File: src/rtl/kmmp_pkg.sv
// ----------------------------------------------------------------------------
// kmmp_pkg
// Types and constants shared by the keyed min/max profile block.
// ----------------------------------------------------------------------------
package kmmp_pkg;

    // 10000.0 and -10000.0 in Q16.16
    localparam logic signed [31:0] BOX_LO_RST = 32'sd655360000;
    localparam logic signed [31:0] BOX_HI_RST = -32'sd655360000;

    localparam int unsigned SLOT_W = 6;

    typedef struct packed {
        logic signed [31:0] pos_x;
        logic signed [31:0] pos_y;
        logic signed [31:0] pos_z;
        logic signed [31:0] density;
    } t_in;

    typedef struct packed {
        logic [SLOT_W-1:0]  slot;
        logic               inserted;
        logic               table_full;
        logic signed [31:0] slot_min;
        logic signed [31:0] slot_max;
        logic signed [31:0] box_lo_x;
        logic signed [31:0] box_lo_y;
        logic signed [31:0] box_lo_z;
        logic signed [31:0] box_hi_x;
        logic signed [31:0] box_hi_y;
        logic signed [31:0] box_hi_z;
    } t_out;

    typedef enum logic [0:0] {
        ST_IDLE,
        ST_SCAN
    } t_state;

    // controller -> datapath
    typedef struct packed {
        logic load;         // capture input, fold into box, restart scan
        logic scan;         // issue next key read
        logic hit_commit;   // update matched slot, load result
        logic miss_commit;  // append key or flag full, load result
    } t_cmd;

    // datapath -> controller
    typedef struct packed {
        logic hit;          // registered key equals sample z
        logic done;         // all used slots read, none pending
    } t_status;

endpackage

File: src/rtl/kmmp_ctrl.sv
// ----------------------------------------------------------------------------
// kmmp_ctrl
// Sequencer for the key scan and the output register handshake.
// ----------------------------------------------------------------------------
module kmmp_ctrl (
    input  logic              i_clk,
    input  logic              i_rst_n,
    input  logic              i_in_valid,
    output logic              o_in_ready,
    output logic              o_out_valid,
    input  logic              i_out_ready,
    input  kmmp_pkg::t_status i_sts,
    output kmmp_pkg::t_cmd    o_cmd
);

    kmmp_pkg::t_state r_state, n_state;
    logic             r_out_vld, n_out_vld;
    logic             out_free;

    always_ff @(posedge i_clk) begin
        if (!i_rst_n) begin
            r_state   <= kmmp_pkg::ST_IDLE;
            r_out_vld <= 1'b0;
        end else begin
            r_state   <= n_state;
            r_out_vld <= n_out_vld;
        end
    end

    assign out_free = !r_out_vld || i_out_ready;

    always_comb begin
        n_state    = r_state;
        o_cmd      = '0;
        o_in_ready = 1'b0;
        unique case (r_state)
            kmmp_pkg::ST_IDLE: begin
                o_in_ready = 1'b1;
                if (i_in_valid) begin
                    o_cmd.load = 1'b1;
                    n_state    = kmmp_pkg::ST_SCAN;
                end
            end
            kmmp_pkg::ST_SCAN: begin
                // hold the scan while the result has nowhere to go
                if (i_sts.hit) begin
                    if (out_free) begin
                        o_cmd.hit_commit = 1'b1;
                        n_state          = kmmp_pkg::ST_IDLE;
                    end
                end else if (i_sts.done) begin
                    if (out_free) begin
                        o_cmd.miss_commit = 1'b1;
                        n_state           = kmmp_pkg::ST_IDLE;
                    end
                end else begin
                    o_cmd.scan = 1'b1;
                end
            end
            default: n_state = kmmp_pkg::ST_IDLE;
        endcase
        n_out_vld = o_cmd.hit_commit || o_cmd.miss_commit || (r_out_vld && !i_out_ready);
    end

    assign o_out_valid = r_out_vld;

endmodule

File: config.mk
export PLATFORM = sky130hd
export DESIGN_NAME = kmmp_ctrl
export DESIGN_NICKNAME = d
export VERILOG_FILES = /design/src/rtl/kmmp_pkg.sv /design/src/rtl/kmmp_ctrl.sv
export SDC_FILE = /design/constraint.sdc
export NUM_CORES = 1
export LEC_CHECK = 0
export BUFFER_PORTS_ARGS = -buffer_cell sky130_fd_sc_hd__buf_2
export CAP_MARGIN = 20
export CORE_AREA = 4 4 41 43
export CTS_BUF_LIST = sky130_fd_sc_hd__clkbuf_8
export CTS_CLUSTER_DIAMETER = 150
export CTS_CLUSTER_SIZE = 14
export DETAILED_ROUTE_END_ITERATION = 8
export DIE_AREA = 0 0 45 47
export GPL_TIMING_DRIVEN = 0
export PLACE_DENSITY = 0.3
export SKIP_LAST_GASP = 1
export SYNTH_ARGS = -nofsm -noshare
export SYNTH_HDL_FRONTEND = slang
export SYNTH_SLANG_ARGS = --single-unit
export TNS_END_PERCENT = 30
File: constraint.sdc
create_clock -name i_clk -period 0.9 [get_ports i_clk]
set_clock_uncertainty 0.15 [all_clocks]
set_input_delay 0.18 -clock i_clk [delete_from_list [all_inputs] [get_ports i_clk]]
set_output_delay 0.18 -clock i_clk [all_outputs]
set_load 0.05 [all_outputs]
==> metrics.md, run 1 <==
| Metric | Value |
|---|---|
| Post-synth top area cell | dfxtp_1 |
| Die width | 45 microns |
| CORE AREA | 0.00130 sq mm |
| Avg WL per Cell | 9.38 microns |
| Drt pass-1 iters | 2 |
| Max Cap Viol | 0 |
| Port Buffers | 11 |
| Reg2Reg Depth | 2 |
| Grt total ovfl | 0 |
| Final Util | 20.9% |
| Mapped Avg Cell Area | 8.37 sq um |
| H-tree depth | 1 |
| # nets final | 35 |
| Via density | 3.38 |
| Skew-Pair Late Insertion Delay | 0.21 ns |
| Worst Path Max Fanout | 4 |
| Vias in the first global route | 166 |
| Relative slew slack | 83.4% |
| Largest net degree at the start of global routing | 8 |
| N_diodes | 0 |
| Most frequent cells in the layout | 8 x buf_2, 3 x clkbuf_8, 2 x o21ai_0, 2 x dfxtp_4 |
| Reg2reg start | r_state$_SDFF_PN0_ |
| Sequential area share after synthesis | 36.8% |
| Maximum vdd ir drop | 0.615 mV |
| Leading cell type in the layout, fill and taps excluded | buf_2 |
| GR peak layer | met4 |
| CP Data Arrival Time | 1.00 ns |
| Total Wirelength | 394 microns |
| Area grow syn2layout | 149% |
| Core Rows | 13 |
| # setup viols final | 6 |
| Worst hold path class | in2reg |
| Yosys top cell area share | 36.8% |
| Dpl hpwl | 294 microns |
| Clock slew at reported path FFs | 0.03 ns |
| Met3 Track Usage GR | 4.21% |
| Antenna violations before repair | 0 |
| Full die area | 0.00212 sq mm |
| Final WS setup | -0.427 ns |
| # fillers | 157 |
| Power, Total | 0.000577 W |
| Synth cell types | 11 |
| Critical path startpoint category | flip-flop |
| Pwr dens | 2120 mW/mm^2 |
| Routed via count | 142 |
| Met2 Use GR | 5.08% |
| Tightest Pin Transition | 0.251 ns |
| Total global-route track usage | 5.04% |
| Area contributors post-synth | dfxtp_1 37%, and4b_2 10%, o21ai_0 9.2% |
| Placed Instances | 39 |
| Bufs on Longest Clock Path | 2 |
| CP Capture Type | primary output |
| Root Buffer | clkbuf_8 |
| Hold Startpoint | i_rst_n |
| Finished Layout Cells | 42 |
| DRC Markers | 0 |
| Placer Congestion | 0.617 |
| Share of cells above drive strength 1 | 81.5% |
| Final Cycle Share | 147% |
| RSZ-0062 raised after global routing | true |
| Setup bufs post-CTS | 0 |
| Global-route wire length before repair | 662 microns |
| Status | finished, violations left |
| CTS Buf Count | 3 |
| ANT nets after route | 0 |
| DRT iter0 DRCs | 1 |
| Syn Nets | 19 |
| Finished Cell Area | 272 sq um |
| Die height | 47 microns |
| Placed inst area | 204 sq um |
| Met1 usage | 5.19% |
| Endpoints failing hold | 0 |
| Violated checks | setup timing |
| Initial Util | 8.37% |
| CTS tree | done |
| Synth warnings | 0 |
| Seq cells post-synth | 2 |
| CTS Sinks | 2 |
| Tmin final | 1.33 ns |
| Worst hold slack | 0.0686 ns |
| IO Count | 12 |
| Critical path startpoint | o_out_valid$_SDFF_PN0_ |
| Hold Path Depth | 3 |
| Leak | 0.121 nW |
| Area of the mapped netlist | 109 sq um |
| CP required | 0.57 ns |
| Fmax | 0.753 GHz |
| Cells after synthesis | 13 |
| Final Max Tran Viols | 0 |
| Crit Path Category | reg2out |
per-layer routing:
metal  share of wire (%)  up-vias
met5                   0        -
met3                  14        0
li1                    -       74
met4                   0        0
met1                  42       58
met2                  44       10
power breakdown:
part	leakage, nW	internal [W]	total (W)	switching, W
Clock	0.0216	0.000282	0.000347	0.0000646
Combinational	0.0813	0.0000419	0.000123	0.0000815
Sequential	0.0178	0.0000955	0.000107	0.0000110
final timing paths:
| kind | end | slack, ns |
|---|---|---|
| max | o_cmd[0] | -0.43 |
| min | r_state$_SDFF_PN0_ | 0.07 |
| max reg2reg | o_out_valid$_SDFF_PN0_ | 0.04 |
| min reg2reg | r_state$_SDFF_PN0_ | 0.34 |
state kept, by name, indices dropped and copies added (netlist names):
register     count
o_out_valid      1
r_state          1
metrics by stage:
| stage | setup WS (ns) | TNS, ns |
|---|---|---|
| after detailed placement | -0.361 | -1.35 |
| after CTS | -0.439 | -2.24 |
| after global placement | -0.355 | -1.34 |
| final | -0.427 | -2.14 |
| after global routing | -0.464 | -2.41 |
| after floorplan | -0.408 | -1.30 |
repair_timing:
item | 4_1_cts | 5_1_grt
pin swaps | 1 | 0
setup endpoints to repair | 6 | 7
resized for setup | 6 | 1
gates cloned | 0 | 0
hold buffers | 0 | 0
Yosys cell counts:
master and instances:
nor2b_1 1, a21boi_0 1, inv_1 1, and4b_2 1, nand2b_1 1, and3_2 1, o21ai_0 2, dfxtp_1 2
or2_1 1, nor2_1 1, a31oi_1 1
final cells by class:
type	instances	area (sq um)	share of cell area, %
clock buffers	3	41.3	15.2
inverters	1	7.51	2.76
multi-input cells	10	82.6	30.4
flip-flops and latches	2	47.5	17.5
well taps	15	18.8	6.91
repair buffers	11	73.8	27.2
critical path, stage by stage, from the launching register on:
cell	delay, ns
dfxtp_4	0.33
nand2b_4	0.07
and4b_2	0.23
buf_8	0.15
cell families after synthesis:
group	after synthesis	share of synthesized area (%)
compound gates	4	21.8
flops	2	36.8
buf+inv	1	3.44
simple gates	6	37.9
(Power assumes the default switching activity.)
==> run 2: changes to the inputs <==
--- a/config.mk
+++ b/config.mk
@@ -7,6 +7,8 @@
 export LEC_CHECK = 0
 export BUFFER_PORTS_ARGS = -buffer_cell sky130_fd_sc_hd__buf_2
 export CAP_MARGIN = 20
+export CELL_PAD_IN_SITES_DETAIL_PLACEMENT = 1
+export CELL_PAD_IN_SITES_GLOBAL_PLACEMENT = 1
 export CORE_AREA = 4 4 41 43
 export CTS_BUF_LIST = sky130_fd_sc_hd__clkbuf_8
 export CTS_CLUSTER_DIAMETER = 150
@@ -14,7 +16,7 @@
 export DETAILED_ROUTE_END_ITERATION = 8
 export DIE_AREA = 0 0 45 47
 export GPL_TIMING_DRIVEN = 0
-export PLACE_DENSITY = 0.3
+export PLACE_DENSITY = 0.4
 export SKIP_LAST_GASP = 1
 export SYNTH_ARGS = -nofsm -noshare
 export SYNTH_HDL_FRONTEND = slang
==> run 2 against run 1 <==
Effect of this change:
- the run still ends with setup timing left
- via count increased by 7.7%
- worst setup slack better by 0.0096 ns
- core utilization grew 0.87 points
- sequential power hardly changed
- power increased by 1.3%
- register-to-register slack lost 0.05 ns
- largest power group unchanged
- highest routed layer unchanged
==> metrics.md, run 2 (synthesis results as in run 1) <==
| Metric | Value |
|---|---|
| # fillers | 161 (+2.5%) |
| Area grow syn2layout | 160% |
| Maximum vdd ir drop | 0.569 mV (-7.4%) |
| Total Wirelength | 428 microns (+8.6%) |
| ANT nets after route | 0 (unchanged) |
| Antenna violations before repair | 0 (unchanged) |
| Die width | 45 microns (unchanged) |
| Met1 usage | 4.28% (-0.91 points) |
| Placed Instances | 39 (unchanged) |
| Status | finished, violations left |
| # setup viols final | 7 (+1) |
| Final WS setup | -0.418 ns (+0.00965 ns) |
| Finished Layout Cells | 43 (+2.4%) |
| Register area | 47.5 sq um (unchanged) |
| Placed inst area | 204 sq um (unchanged) |
| CP Data Arrival Time | 0.99 ns (about the same) |
| Most frequent cells in the layout | 8 x buf_2, 3 x clkbuf_8, 2 x o21ai_0, 2 x dfxtp_4, 2 x buf_6 |
| DRC Markers | 0 (unchanged) |
| Final Cycle Share | 146% (-1.1 points) |
| Worst Path Max Fanout | 3 (-1) |
| Via density | 3.56 (+5.2%) |
| GR peak layer | met4 |
| CTS Buf Count | 3 (unchanged) |
| CP Capture Type | primary output |
| CTS Sinks | 2 (unchanged) |
| Fmax | 0.759 GHz (+0.73%) |
| Grt total ovfl | 0 (unchanged) |
| # nets final | 36 (+2.9%) |
| Drt pass-1 iters | 2 (unchanged) |
| Critical path startpoint category | flip-flop |
| Leading cell type in the layout, fill and taps excluded | buf_2 |
| Reg-to-reg slack, setup | -0.01 ns (-0.05 ns) |
| Crit Path Category | reg2out |
| Hold Path Depth | 3 (unchanged) |
| Share of cells above drive strength 1 | 82.1% (+0.66 points) |
| Leak | 0.126 nW (+4.1%) |
| Total global-route track usage | 5.04% (about the same) |
| Tmin final | 1.32 ns (-0.00965 ns) |
| Placer Congestion | 0.662 (+7.3%) |
| Max Cap Viol | 0 (unchanged) |
| Global-route wire length before repair | 655 microns (-1.1%) |
| Core Rows | 13 (unchanged) |
| Worst hold path class | in2reg |
| Avg WL per Cell | 9.95 microns (+6.1%) |
| Pwr dens | 2070 mW/mm^2 (-2.7%) |
| Vias in the first global route | 190 (+14%) |
| Tightest Pin Transition | 0.251 ns (+0.000405 ns) |
| Final Max Tran Viols | 0 (unchanged) |
| Endpoints failing hold | 0 (unchanged) |
| Reg2reg start | o_out_valid$_SDFF_PN0_ |
| DRT iter0 DRCs | 5 (+4) |
| Multi-input gate area in the final layout | 82.6 sq um (unchanged) |
| IO Count | 12 (unchanged) |
| Relative slew slack | 83.4% (about the same) |
| Skew-Pair Late Insertion Delay | 0.21 ns (about the same) |
| CTS tree | done |
| Port Buffers | 11 (unchanged) |
| Hold Startpoint | i_rst_n |
| Hold Path End | r_state$_SDFF_PN0_ |
| Die height | 47 microns (unchanged) |
| N_diodes | 0 (unchanged) |
| Final Util | 21.7% (+0.87 points) |
| CP required | 0.57 ns (about the same) |
| Bufs on Longest Clock Path | 2 (unchanged) |
| CORE AREA | 0.00130 sq mm (unchanged) |
| Worst hold slack | 0.0678 ns (-0.000851 ns) |
| Root Buffer | clkbuf_8 |
| Initial Util | 8.37% (unchanged) |
| Reg2Reg Depth | 3 (+1) |
| Largest net degree at the start of global routing | 8 (unchanged) |
| Reg-to-reg critical path endpoint | o_out_valid$_SDFF_PN0_ |
| Met3 Track Usage GR | 2.30% (-1.9 points) |
| Clock slew at reported path FFs | 0.03 ns (about the same) |
| Full die area | 0.00212 sq mm (unchanged) |
| H-tree depth | 1 (unchanged) |
| RSZ-0062 raised after global routing | true |
| Violated checks | setup timing |
| Finished Cell Area | 283 sq um (+4.1%) |
| Routed via count | 153 (+7.7%) |
| Met2 Use GR | 6.78% (+1.7 points) |
run 2: changes by cell type in the layout (fill, tap and decap cells not counted), sizes merged:
cell	delta
buf	+1
run 2: timing repair:
item                       CTS  global route
hold buffers                 0             0
gates resized for setup      7             1
setup endpoints to repair    6             8
setup buffers                1             0
pin swaps                    1             0
run 2: layout make-up:
class                      count  area share (%)
sequential                     2            16.8
inverter                       1            2.65
clock buffer                   3            14.6
multi-input combinational     10            29.2
timing repair buffer          12            30.1
tap                           15            6.64
run 2: where the power goes:
part           internal (W)  switching (W)  leakage [nW]
Clock              0.000283      0.0000681        0.0216
Combinational     0.0000448      0.0000823        0.0863
Sequential        0.0000955      0.0000111        0.0178
Total              0.000423       0.000162         0.126
run 2: metal layers:
metal	part of all wire (%)	vias up
met5	0	-
met4	0	0
met3	2.8	0
met2	62	5
met1	35	72
li1	-	76
run 2: metrics by stage:
stage / TNS, ns / total power (W) / setup WS (ns)
2_1_floorplan: -1.30 / 0.000188 / -0.408
3_3_place_gp: -1.34 / 0.000219 / -0.356
3_5_place_dp: -1.37 / 0.000220 / -0.371
4_1_cts: -2.22 / 0.000594 / -0.426
5_1_grt: -2.34 / 0.000619 / -0.447
6_report: -2.12 / 0.000585 / -0.418
run 2: worst max path at each step:
stage,start,end,slack [ns],cells past startpoint
floorplan,r_state$_SDFF_PN0_,o_cmd[2],-0.41,2
global placement,i_sts[1],o_cmd[2],-0.36,4
detailed placement,i_sts[1],o_cmd[2],-0.37,4
CTS,o_out_valid$_SDFF_PN0_,o_cmd[0],-0.43,3
global route,o_out_valid$_SDFF_PN0_,o_cmd[0],-0.45,3
finish,o_out_valid$_SDFF_PN0_,o_cmd[0],-0.42,3
run 2: worst max-delay path, stage by stage (launching register included):
cell	delay [ns]
dfxtp_4	0.33
nand2b_4	0.07
and4b_2	0.23
buf_8	0.15
